## src/fp16as_pkg.sv

```systemverilog
// ----------------------------------------------------------------------------
// fp16as_pkg
// Shared types and constants for the half-precision add/subtract pipeline.
// ----------------------------------------------------------------------------
`default_nettype none

package fp16as_pkg;

    localparam int FRAC_W = 10;
    localparam int EXP_W  = 5;
    localparam int SIG_W  = 15;   // hidden + 10 fraction + 4 extra bits
    localparam logic [EXP_W-1:0] EXP_ALL = 5'd31;
    localparam logic [15:0] CANON_NAN = 16'h7E00;

    localparam logic [1:0] RM_RNE = 2'd0;
    localparam logic [1:0] RM_RTZ = 2'd1;
    localparam logic [1:0] RM_RDN = 2'd2;
    localparam logic [1:0] RM_RUP = 2'd3;

    localparam int FL_NX = 0;
    localparam int FL_UF = 1;
    localparam int FL_OF = 2;
    localparam int FL_NV = 3;

    // path after the special-case decode
    localparam logic [1:0] PATH_SPECIAL = 2'd0;  // result fully known
    localparam logic [1:0] PATH_ADD     = 2'd1;
    localparam logic [1:0] PATH_SUB     = 2'd2;

    // stage 1 -> stage 2: aligned operands
    typedef struct packed {
        logic [1:0]       path;
        logic [15:0]      spec_res;
        logic [3:0]       spec_fl;
        logic [1:0]       rm;
        logic             sa;
        logic             sb;
        logic [EXP_W-1:0] e;
        logic [SIG_W:0]   ma;
        logic [SIG_W:0]   mb;
    } align_t;

    // stage 2 -> stage 3: raw sum or difference, normalized
    typedef struct packed {
        logic [1:0]       path;
        logic [15:0]      spec_res;
        logic [3:0]       spec_fl;
        logic [1:0]       rm;
        logic             sgn;
        logic             zero;
        logic             sub_norm;
        logic [6:0]       e;
        logic [SIG_W:0]   sig;
    } norm_t;

    function automatic logic [15:0] pack16(input logic s, input logic [EXP_W-1:0] e,
                                           input logic [FRAC_W-1:0] f);
        return {s, e, f};
    endfunction

endpackage

`default_nettype wire

```

## src/fp16as_align.sv

```systemverilog
// ----------------------------------------------------------------------------
// fp16as_align
// Decode special operands, resolve sums of two subnormals exactly and align significands with a sticky right shift.
// ----------------------------------------------------------------------------
`default_nettype none

module fp16as_align (
    input  wire logic                  operation,
    input  wire logic [15:0]           operand_a,
    input  wire logic [15:0]           operand_b,
    input  wire logic [1:0]            round_mode,
    output fp16as_pkg::align_t         align
);

    logic       sa, sb;
    logic [4:0] ea, eb;
    logic [9:0] fa, fb;
    logic       nan_a, nan_b, inf_a, inf_b;
    logic [15:0] ma_raw, mb_raw, ma_sh, mb_sh;
    logic [4:0]  diff_ab, diff_ba;
    logic [10:0] sub_sum;

    function automatic logic [15:0] jam(input logic [15:0] v, input logic [4:0] d);
        logic [15:0] shifted;
        logic [15:0] mask;
        begin
            if (d >= 5'd16) begin
                jam = {15'd0, |v};
            end else begin
                shifted = v >> d;
                mask = ~(16'hFFFF << d);
                jam = shifted | {15'd0, |(v & mask)};
            end
        end
    endfunction

    always_comb begin
        sa = operand_a[15];
        sb = operand_b[15] ^ operation;
        ea = operand_a[14:10];
        eb = operand_b[14:10];
        fa = operand_a[9:0];
        fb = operand_b[9:0];
        nan_a = (ea == fp16as_pkg::EXP_ALL) && (fa != 10'd0);
        nan_b = (eb == fp16as_pkg::EXP_ALL) && (fb != 10'd0);
        inf_a = (ea == fp16as_pkg::EXP_ALL) && (fa == 10'd0);
        inf_b = (eb == fp16as_pkg::EXP_ALL) && (fb == 10'd0);

        ma_raw = {1'b0, ((ea != 5'd0) ? {1'b1, fa} : {fa, 1'b0}), 4'd0};
        mb_raw = {1'b0, ((eb != 5'd0) ? {1'b1, fb} : {fb, 1'b0}), 4'd0};
        diff_ab = ea - eb;
        diff_ba = eb - ea;
        ma_sh = (eb > ea) ? jam(ma_raw, diff_ba) : ma_raw;
        mb_sh = (ea > eb) ? jam(mb_raw, diff_ab) : mb_raw;
        sub_sum = {1'b0, fa} + {1'b0, fb};

        align.rm = round_mode;
        align.sa = sa;
        align.sb = sb;
        align.e = (ea > eb) ? ea : eb;
        align.ma = ma_sh;
        align.mb = mb_sh;
        align.spec_fl = 4'd0;
        align.spec_res = 16'd0;
        align.path = (sa == sb) ? fp16as_pkg::PATH_ADD : fp16as_pkg::PATH_SUB;

        if (nan_a || nan_b) begin
            align.path = fp16as_pkg::PATH_SPECIAL;
            align.spec_res = fp16as_pkg::CANON_NAN;
            align.spec_fl[fp16as_pkg::FL_NV] = (nan_a && !fa[9]) || (nan_b && !fb[9]);
        end else if (inf_a || inf_b) begin
            align.path = fp16as_pkg::PATH_SPECIAL;
            if (inf_a && inf_b && (sa != sb)) begin
                align.spec_res = fp16as_pkg::CANON_NAN;
                align.spec_fl[fp16as_pkg::FL_NV] = 1'b1;
            end else if (inf_a) begin
                align.spec_res = fp16as_pkg::pack16(sa, fp16as_pkg::EXP_ALL, 10'd0);
            end else begin
                align.spec_res = fp16as_pkg::pack16(sb, fp16as_pkg::EXP_ALL, 10'd0);
            end
        end else if (ea == 5'd0 && eb == 5'd0) begin
            align.path = fp16as_pkg::PATH_SPECIAL;
            if (sa == sb) begin
                align.spec_res = {sa, 4'd0, sub_sum};
            end else if (fa == fb) begin
                align.spec_res = fp16as_pkg::pack16(round_mode == fp16as_pkg::RM_RDN,
                                                    5'd0, 10'd0);
            end else if (fa > fb) begin
                align.spec_res = fp16as_pkg::pack16(sa, 5'd0, fa - fb);
            end else begin
                align.spec_res = fp16as_pkg::pack16(sb, 5'd0, fb - fa);
            end
        end
    end

endmodule

`default_nettype wire

```

## src/fp16as_norm.sv

```systemverilog
// ----------------------------------------------------------------------------
// fp16as_norm
// Add or subtract the aligned significands and normalize the result.
// ----------------------------------------------------------------------------
`default_nettype none

module fp16as_norm (
    input  wire fp16as_pkg::align_t align,
    output fp16as_pkg::norm_t       norm
);

    logic [15:0] sum, diff, shifted;
    logic [3:0]  lz;
    logic [6:0]  e_ext;
    logic [6:0]  need;
    logic        a_ge;

    always_comb begin
        e_ext = {2'd0, align.e};
        sum = align.ma + align.mb;
        a_ge = align.ma >= align.mb;
        diff = a_ge ? (align.ma - align.mb) : (align.mb - align.ma);

        // count leading zeros below bit 14 (diff fits in 15 bits)
        lz = 4'd14;
        for (int i = 0; i < 15; i++) begin
            if (diff[i]) begin
                lz = 4'(14 - i);
            end
        end
        need = {3'd0, lz};

        norm.path = align.path;
        norm.spec_res = align.spec_res;
        norm.spec_fl = align.spec_fl;
        norm.rm = align.rm;
        norm.zero = 1'b0;
        norm.sub_norm = 1'b0;
        norm.sgn = align.sa;
        norm.e = e_ext;
        norm.sig = sum;
        shifted = 16'd0;

        if (align.path == fp16as_pkg::PATH_ADD) begin
            if (sum[15]) begin
                norm.sig = {1'b0, sum[15:2], |sum[1:0]};
                norm.e = e_ext + 7'd1;
            end
        end else if (align.path == fp16as_pkg::PATH_SUB) begin
            norm.sgn = a_ge ? align.sa : align.sb;
            norm.zero = (diff == 16'd0);
            if (need > e_ext - 7'd1) begin
                norm.sub_norm = 1'b1;
                shifted = diff << (e_ext - 7'd1);
                norm.sig = shifted;
                norm.e = 7'd0;
            end else begin
                norm.sig = diff << need;
                norm.e = e_ext - need;
            end
        end
    end

endmodule

`default_nettype wire

```

## src/fp16as_round.sv

```systemverilog
// ----------------------------------------------------------------------------
// fp16as_round
// Round the normalized significand, pack the result and build the flags.
// ----------------------------------------------------------------------------
`default_nettype none

module fp16as_round (
    input  wire fp16as_pkg::norm_t norm,
    output logic [15:0]            result,
    output logic [3:0]             flags
);

    logic [3:0]  rb;
    logic        inc;
    logic [15:0] sig_r;
    logic [6:0]  e_r;

    always_comb begin
        rb = norm.sig[3:0];
        unique case (norm.rm)
            fp16as_pkg::RM_RNE: inc = (rb > 4'h8) || (rb == 4'h8 && norm.sig[4]);
            fp16as_pkg::RM_RTZ: inc = 1'b0;
            fp16as_pkg::RM_RDN: inc = norm.sgn && (rb != 4'h0);
            fp16as_pkg::RM_RUP: inc = !norm.sgn && (rb != 4'h0);
            default:            inc = 1'b0;
        endcase
        sig_r = norm.sig;
        e_r = norm.e;
        if (inc) begin
            sig_r = norm.sig + 16'h10;
            if (sig_r[15]) begin
                sig_r = {1'b0, sig_r[15:2], |sig_r[1:0]};
                e_r = norm.e + 7'd1;
            end
        end

        flags = 4'd0;
        if (norm.path == fp16as_pkg::PATH_SPECIAL) begin
            result = norm.spec_res;
            flags = norm.spec_fl;
        end else if (norm.zero) begin
            result = fp16as_pkg::pack16(norm.rm == fp16as_pkg::RM_RDN, 5'd0, 10'd0);
        end else if (norm.sub_norm) begin
            result = fp16as_pkg::pack16(norm.sgn, 5'd0, norm.sig[13:4]);
            flags[fp16as_pkg::FL_UF] = 1'b1;
            flags[fp16as_pkg::FL_NX] = (rb != 4'h0);
        end else if (e_r >= 7'd31) begin
            result = fp16as_pkg::pack16(norm.sgn, fp16as_pkg::EXP_ALL, 10'd0);
            flags[fp16as_pkg::FL_OF] = 1'b1;
            flags[fp16as_pkg::FL_NX] = 1'b1;
        end else begin
            result = fp16as_pkg::pack16(norm.sgn, e_r[4:0], sig_r[13:4]);
            flags[fp16as_pkg::FL_NX] = (rb != 4'h0);
        end
    end

endmodule

`default_nettype wire

```

## src/fp16_add_sub_unit.sv

```systemverilog
// ----------------------------------------------------------------------------
// fp16_add_sub_unit
// Half-precision adder/subtractor, three register stages.
// ----------------------------------------------------------------------------
// Usage:
//   input channel s_*: operation (0 add, 1 a-b), operand_a, operand_b,
//   round_mode; one item accepted when s_valid and s_ready are high.
//   result channel m_*: result and flags (inexact, underflow, overflow,
//   invalid), one per input item, in order.
// Path: an accepted item is registered in align_reg, then norm_reg, then
//   result_reg; m_valid rises when it reaches result_reg.
// Throughput: one item per cycle while m_ready stays high; set by the
//   three-stage pipeline (align, add/normalize, round/pack).
// Stalls: while m_ready is low the pipeline advances only into empty stages;
//   s_ready drops once every stage holds an item. Nothing is lost or repeated.
// Reset: aresetn low clears all valid bits; the pipeline comes up empty and
//   ready.
// ----------------------------------------------------------------------------
`default_nettype none

module fp16_add_sub_unit (
    input  wire logic        aclk,
    input  wire logic        aresetn,
    input  wire logic        s_valid,
    output logic             s_ready,
    input  wire logic        s_operation,
    input  wire logic [15:0] s_operand_a,
    input  wire logic [15:0] s_operand_b,
    input  wire logic [1:0]  s_round_mode,
    output logic             m_valid,
    input  wire logic        m_ready,
    output logic [15:0]      m_result,
    output logic [3:0]       m_flags
);

    fp16as_pkg::align_t align_next, align_reg;
    fp16as_pkg::norm_t  norm_next, norm_reg;
    logic [15:0] result_next, result_reg;
    logic [3:0]  flags_next, flags_reg;
    logic v1_reg, v2_reg, v3_reg;
    logic adv1, adv2, adv3;

    fp16as_align u_align (
        .operation  (s_operation),
        .operand_a  (s_operand_a),
        .operand_b  (s_operand_b),
        .round_mode (s_round_mode),
        .align      (align_next)
    );

    fp16as_norm u_norm (
        .align (align_reg),
        .norm  (norm_next)
    );

    fp16as_round u_round (
        .norm   (norm_reg),
        .result (result_next),
        .flags  (flags_next)
    );

    assign adv3 = !v3_reg || m_ready;
    assign adv2 = !v2_reg || adv3;
    assign adv1 = !v1_reg || adv2;
    assign s_ready = adv1;

    always_ff @(posedge aclk) begin
        if (!aresetn) begin
            v1_reg <= 1'b0;
            v2_reg <= 1'b0;
            v3_reg <= 1'b0;
        end else begin
            if (adv1) v1_reg <= s_valid;
            if (adv2) v2_reg <= v1_reg;
            if (adv3) v3_reg <= v2_reg;
        end
    end

    always_ff @(posedge aclk) begin
        if (adv1) align_reg <= align_next;
        if (adv2) norm_reg <= norm_next;
        if (adv3) begin
            result_reg <= result_next;
            flags_reg <= flags_next;
        end
    end

    assign m_valid = v3_reg;
    assign m_result = result_reg;
    assign m_flags = flags_reg;

    // a stalled result holds its value
    assert property (@(posedge aclk) disable iff (!aresetn)
        m_valid && !m_ready |=> m_valid && $stable(m_result) && $stable(m_flags))
        else $error("stalled result changed");

    // input blocked only when the whole pipeline is full
    assert property (@(posedge aclk) disable iff (!aresetn)
        !s_ready |-> v1_reg && v2_reg && v3_reg && !m_ready)
        else $error("input blocked with a free stage");

    // a stage that could not advance keeps its item
    assert property (@(posedge aclk) disable iff (!aresetn)
        v2_reg && !adv2 |=> v2_reg)
        else $error("stage two item lost");

    // overflow always comes with inexact
    assert property (@(posedge aclk) disable iff (!aresetn)
        m_valid && m_flags[fp16as_pkg::FL_OF] |-> m_flags[fp16as_pkg::FL_NX])
        else $error("overflow without inexact");

endmodule

`default_nettype wire

```

## config.mk

```make
export PLATFORM = sky130hd
export DESIGN_NAME = fp16_add_sub_unit
export DESIGN_NICKNAME = d
export VERILOG_FILES = /design/src/fp16as_pkg.sv /design/src/fp16as_align.sv /design/src/fp16as_norm.sv /design/src/fp16as_round.sv /design/src/fp16_add_sub_unit.sv
export SDC_FILE = /design/constraint.sdc
export NUM_CORES = 1
export LEC_CHECK = 0
export BUFFER_PORTS_ARGS = -buffer_cell sky130_fd_sc_hd__buf_4
export CAP_MARGIN = 40
export CORE_MARGIN = 4
export CORE_UTILIZATION = 55
export CTS_CLUSTER_SIZE = 16
export DETAILED_ROUTE_END_ITERATION = 8
export PLACE_DENSITY = 0.78
export SLEW_MARGIN = 20
export SYNTH_ARGS = -nofsm -noshare
export SYNTH_HDL_FRONTEND = slang
export SYNTH_SLANG_ARGS = --single-unit
```

## constraint.sdc

```tcl
create_clock -name aclk -period 5.5 [get_ports aclk]
set_input_delay 1.1 -clock aclk [delete_from_list [all_inputs] [get_ports aclk]]
set_output_delay 1.1 -clock aclk [all_outputs]
set_load 0.03 [all_outputs]
```

==> results_dict.tcl, run 1 <==
set metrics [dict create \
    postRouteWirelength_um 43100 \
    required_ns 5.71 \
    post-synth-top-area-cell "edfxtp_1" \
    route.vias.total 13300 \
    sequential_cell_area_fraction_in_the_yosys_report 0.288 \
    leakage_nw 6.76 \
    pwr-share-clk 0.133 \
    finalNetCount 1888 \
    critical_path.reg2reg.endpoint "norm_reg[9]" \
    ys_dominant_reg_cell "edfxtp_1" \
    cts.reportedPaths.clkPinSlew_ns 0.06 \
    synthesized_flop_and_latch_total 122 \
    synthCells 1516 \
    core_region_area_um2 22600 \
    grt.total_usage 0.320 \
    port_buffers 60 \
    comb_power_share 0.672 \
    timing.critical_path.arrival_ns 5.84 \
    cts.htree.levels 4 \
    antenna-diode-count 0 \
    cts.hold.buffers_added 0 \
    die-area_um2 25400 \
    antenna_found_initial 0 \
    worst_hold_path.num_cells 0 \
    mean_number_of_vias_per_cell 6.50 \
    violations "negative setup slack" \
    worst_setup_path_end_kind "flip-flop" \
    clock_latency_of_the_later_clocked_register_in_the_worst_skew_pair_ns 0.42 \
    overflow 0 \
    yosysTopAreaCellShare 0.284 \
    synthArstFlopShare 0 \
    clock_skew_ns 0.0130 \
    finalHoldViolations 0 \
    instances_no_fill 2041 \
    syn2layout_area_growth_pct 26.0 \
    setup_viol_count_final 8 \
    synth_edf_count 119 \
    final.setup.worst_slack_ns -0.134 \
    final_max_slew_viol_count 0 \
    min_path_type "flip-flop to flip-flop" \
    cts_tree "built" \
    grt_pass1_vias 12300 \
    grt_first_pass_wirelength_um 66000 \
    power.share.switching 0.445 \
    p_sw_mw 3.39 \
    largest_reg_flops 55 \
    numCtsBuffers 17 \
    ys_types 98 \
    boundaryPins 61 \
    timing.slew.headroom 0.461 \
    drtIter0Drc 1675 \
    power.total_mw 7.61 \
    peakVddDrop_mv 0.283 \
    timing.reg2reg.setup_slack_ns -0.13 \
    yosys.cell_count.top_type "nor2_1" \
    clock_path_buffers 2 \
    post_drt_wl_per_cell_um 21.1 \
    timing.max_cap.violations 0 \
    ant_nets 0 \
    crit_path_start_kind "flip-flop" \
    synth.top_cells.by_count "nor2_1, a21oi_1, nand2_1, edfxtp_1, inv_1" \
    period_needed_ns 5.63 \
    cts-root-buf "clkbuf_16" \
    run_status "finished with violations" \
    placement_rows 55 \
    holdCritStartpoint "align_reg[50]" \
    synth.yosys.warnings 0 \
    leading_cell_types_by_total_area_after_synthesis "edfxtp_1, ha_1, a21oi_1" \
    share_of_final_layout_standard_cells_stronger_than_drive_strength_1 0.247 \
    initial_core_util 0.558 \
    worst-path-max-fanout 8 \
    die_width_um 159 \
    synthesis.area_um2 12600 \
    r2r.worst_path.cells 24 \
    grt_max_degree 35 \
    placed_cells 1971 \
    timing_worst_setup_path_type "flip-flop to flip-flop" \
    power.internal_mw 4.22 \
    power_frac_seq 0.195 \
    hold_end "norm_reg[37]" \
    rsz_0062_raised_after_global_routing "true" \
    drt_first_pass_iters 6 \
    timing_worst_slew_pin_value_ns 0.802 \
    cts_num_sinks 122 \
    regToRegStartpoint "align_reg[16]" \
    power_per_cell_area_nw_per_um2 479 \
    synth.avg_cell_area_um2 8.31 \
    chipHeight_um 159 \
    timing.final.crit_share 1.02 \
    hpwlAfterDp_um 32500 \
    drcViolationCount 0 \
    routabilityCongestion 1.03 \
    max_freq_ghz 0.177 \
    syn-num-nets 1661 \
]
## through the flow
| step | TNS, ns | util | setup slack, ns | hold WS, ns | cell area [µm²] |
|---|---|---|---|---|---|
| final | -0.476 | 0.704 | -0.134 | 0.411 | 15900 |
| after global routing | -2.83 | 0.704 | -0.278 | 0.417 | 15900 |
| after CTS | 0 | 0.681 | 0.00594 | 0.417 | 15400 |
| after detailed placement | -4.09 | 0.643 | -0.470 | 0.406 | 14500 |
| after global placement | -1.37 | 0.642 | -0.287 | 0.402 | 14500 |
| after floorplan | -0.000941 | - | -0.000941 | 0.400 | 12600 |
## worst max-delay path by stage
stage | from | to | cells after the start
after floorplan | align_reg[16] | norm_reg[15] | 27
after global placement | align_reg[16] | norm_reg[6] | 26
after detailed placement | align_reg[16] | norm_reg[6] | 24
after CTS | align_reg[16] | norm_reg[4] | 24
after global routing | align_reg[16] | norm_reg[9] | 26
final | align_reg[16] | norm_reg[9] | 24
## cell type report
class	instances	area, µm²
flip-flops and latches	122	3630
well taps	285	357
multi-input cells	1215	8800
inverters	112	423
repair buffers	275	2130
clock buffers	18	429
clock inverters	14	98.8
fillers	1761	6690
## critical path, cell delays in order (launching register included)
cell	delay (ns)
edfxtp_1	0.40
inv_2	0.09
ha_4	0.14
inv_2	0.04
fa_2	0.34
a21o_1	0.20
a21o_4	0.25
o21ai_4	0.23
nand4b_1	0.18
and3_1	0.23
or2_2	0.36
a31oi_4	0.19
o2bb2ai_2	0.08
or2_2	0.29
ha_1	0.30
nand4_1	0.12
o211ai_1	0.14
or2_4	0.32
nand2_4	0.08
a2bb2oi_4	0.31
buf_4	0.18
mux2_4	0.32
a221oi_2	0.27
a21oi_1	0.06
a311oi_1	0.31
## timing repair
item,4_1_cts,5_1_grt
cloned,2,2
setup buffers,22,10
pin swaps,19,31
endpoints found under the setup margin,15,16
resized for setup,33,87
## placed cells by master (no fill, tap or decap), types with 12 or more instances in the layout
cell type / Yosys / layout
buf_4: 4 / 257
nor2_1: 153 / 149
a21oi_1: 143 / 134
nand2_1: 126 / 121
edfxtp_1: 119 / 119
inv_1: 109 / 105
o21ai_0: 108 / 101
ha_1: 97 / 87
xnor2_1: 36 / 34
nor3_1: 36 / 32
mux2i_1: 42 / 32
o22ai_1: 32 / 31
nand3_1: 34 / 29
a21o_1: 26 / 25
o21bai_1: 22 / 22
o211ai_1: 22 / 22
a211oi_1: 18 / 18
xor2_1: 18 / 18
nand4_1: 17 / 17
clkbuf_16: 0 / 17
or3_1: 16 / 16
a31oi_1: 16 / 15
nand2b_1: 14 / 14
nor2b_1: 13 / 12
a221oi_1: 15 / 12
buf_6: 3 / 12
## kinds of logic (layout without fill, tap and decap cells)
kind of cell,Yosys count,in the layout,synth area share
buffers and inverters,182,419,0.0577
and+or+nand+nor,465,466,0.172
adders and majority gates,108,108,0.112
DFF,122,122,0.288
xor gates and xnor gates,56,56,0.0401
muxes,58,58,0.0495
AOI/OAI and AO/OA,525,527,0.280
## routing by layer
metal | wire [µm] | part of all wire | vias to the layer above | global-route usage
met4 | 2120 | 0.049 | 0 | 0.140
met5 | 0 | 0 | - | 0
met1 | 17100 | 0.40 | 6259 | 0.426
met2 | 20000 | 0.46 | 788 | 0.516
li1 | - | - | 6076 | -
met3 | 3960 | 0.092 | 149 | 0.0544
## power groups by stage
stage	clock, mW	sequential (mW)	combinational, mW
floorplan	0	1.53	2.57
global placement	0	1.48	4.17
detailed placement	0	1.49	4.20
CTS	1.01	1.47	4.47
global route	1.06	1.51	5.44
finish	1.01	1.49	5.11
(Power assumes the default switching activity.)
==> run 2: changes to the inputs <==
CORE_UTILIZATION = 35   (was 55)
PLACE_DENSITY = 0.55   (was 0.78)
==> run 2 against run 1 <==
Compared with the run above:
- the run now ends clean
- clock skew decreased by 0.0013 ns
- core utilization decreased by 25 points
- fmax increased by 3.3%
- first-iteration DRC count decreased by 41%
- highest routed layer unchanged
==> results_dict.tcl, run 2 (synthesized netlist as in run 1, its figures left out) <==
set metrics [dict create \
    final.fill_count 3567 \
    setup_viol_count_final 0 \
    leakage_nw 6.77 \
    syn2layout_area_growth_pct 27.3 \
    grt_pass1_vias 12000 \
    grt_first_pass_wirelength_um 67500 \
    clock_latency_of_the_later_clocked_register_in_the_worst_skew_pair_ns 0.42 \
    placed_cells 2159 \
    drcViolationCount 0 \
    hpwlAfterDp_um 35100 \
    worst-path-max-fanout 8 \
    rsz_0062_raised_after_global_routing "true" \
    antenna_found_initial 0 \
    routabilityCongestion 0.954 \
    finalCoreUtilization 0.451 \
    cts.hold.buffers_added 0 \
    timing.final.crit_share 0.992 \
    boundaryPins 61 \
    timing.slew.headroom 0.430 \
    timing_worst_setup_path_type "flip-flop to flip-flop" \
    layout_common_cells "buf_4, nor2_1, a21oi_1, nand2_1, edfxtp_1" \
    mean_number_of_vias_per_cell 5.65 \
    cts-root-buf "clkbuf_16" \
    period_needed_ns 5.46 \
    timing_worst_slew_pin_value_ns 0.849 \
    chipHeight_um 198 \
    crit_path_start_kind "flip-flop" \
    min_path_type "flip-flop to flip-flop" \
    postRouteWirelength_um 43900 \
    grt_max_degree 36 \
    required_ns 5.68 \
    clock_path_buffers 2 \
    core_region_area_um2 35600 \
    max_freq_ghz 0.183 \
    grt.total_usage 0.218 \
    cts_tree "built" \
    cts_num_sinks 122 \
    final_max_slew_viol_count 0 \
    largest_reg_flops 55 \
    die_width_um 198 \
    ant_nets 0 \
    worst_setup_path_end_kind "flip-flop" \
    share_of_final_layout_standard_cells_stronger_than_drive_strength_1 0.241 \
    die-area_um2 39100 \
    finalHoldViolations 0 \
    placement_rows 69 \
    cts.reportedPaths.clkPinSlew_ns 0.07 \
    cts.htree.levels 4 \
    timing.max_cap.violations 0 \
    run_status "finished, final reports clean" \
    antenna-diode-count 0 \
    initial_core_util 0.354 \
    route.vias.total 12500 \
    drt_first_pass_iters 5 \
    drtIter0Drc 994 \
    numCtsBuffers 17 \
    instances_no_fill 2214 \
    peakVddDrop_mv 0.290 \
    timing.critical_path.arrival_ns 5.63 \
    timing.reg2reg.setup_slack_ns 0.04 \
    overflow 0 \
    post_drt_wl_per_cell_um 19.8 \
    hold-worst-slack_ns 0.413 \
    power_per_cell_area_nw_per_um2 466 \
    most_frequent_standard_cell_in_the_layout_excluding_fill_and_tap_cells "buf_4" \
    clock_skew_ns 0.0118 \
    port_buffers 60 \
    finalNetCount 1885 \
]
run 2: cell types whose count changed in the layout (fill, tap and decap cells not counted), moves of 3 or more:
cell      before  now
mux2_2         6   10
clkinv_2       4    1
buf_4        257  262
buf_2          3    0
a21oi_2       10    6
mux2i_4        5    2
mux2_4         7    2
buf_6         12    7
mux2i_1       32   37
run 2: per-stage QoR:
stage	power [mW]	setup slack [ns]	TNS [ns]	instance area, µm²
2_1_floorplan	4.10	-0.000941	-0.000941	12600
3_3_place_gp	5.79	-0.194	-2.13	14800
3_5_place_dp	5.80	-0.298	-3.61	14800
4_1_cts	7.11	-0.000169	-0.000169	15600
5_1_grt	7.93	-0.211	-2.26	16000
6_report	7.48	0.0448	0	16000
run 2: routing by layer:
metal  share of wire  track usage
met2            0.48        0.367
met4           0.026       0.0607
met3           0.043       0.0254
met5               0            0
met1            0.45        0.297
run 2: final cells by class:
cell class	count	area [µm²]	area share
multi-input cells	1214	8710	0.543
flip-flops and latches	122	3630	0.226
repair buffers	273	2120	0.132
well taps	461	577	0.0359
clock buffers	17	425	0.0265
inverters	112	420	0.0262
clock inverters	15	165	0.0103
run 2: final timing paths:
kind,endpoint,startpoint,cells after the start
min,norm_reg[46],align_reg[59],0
min reg2reg,norm_reg[46],align_reg[59],0
max reg2reg,norm_reg[15],align_reg[16],26
max,norm_reg[15],align_reg[16],26
run 2: worst max-delay path, cell delays in order, from the launching register on:
cell	delay (ns)
edfxtp_1	0.39
inv_1	0.07
ha_2	0.17
inv_2	0.04
fa_2	0.34
a21o_1	0.18
a21o_1	0.19
buf_4	0.15
o21ai_4	0.31
nand2_2	0.14
buf_6	0.16
mux2i_4	0.19
xor2_2	0.15
buf_4	0.15
nand3_2	0.07
o2bb2ai_2	0.07
or2_2	0.32
ha_4	0.24
nand4_1	0.10
o211ai_1	0.13
or2_4	0.33
nand2_4	0.10
a2bb2oi_4	0.25
mux2i_1	0.13
mux2_2	0.30
a22o_1	0.23
a311o_1	0.31
run 2: repair_timing:
action,4_1_cts,5_1_grt
setup endpoints to repair,16,16
cloned,2,0
buffers inserted,9,11
resized for setup,26,64
pin swaps,10,24
run 2: where the power goes:
group / total (mW) / internal, mW / switching (mW)
clock network: 1.12 / 0.676 / 0.448
registers: 1.49 / 1.29 / 0.207
logic: 4.86 / 2.22 / 2.64
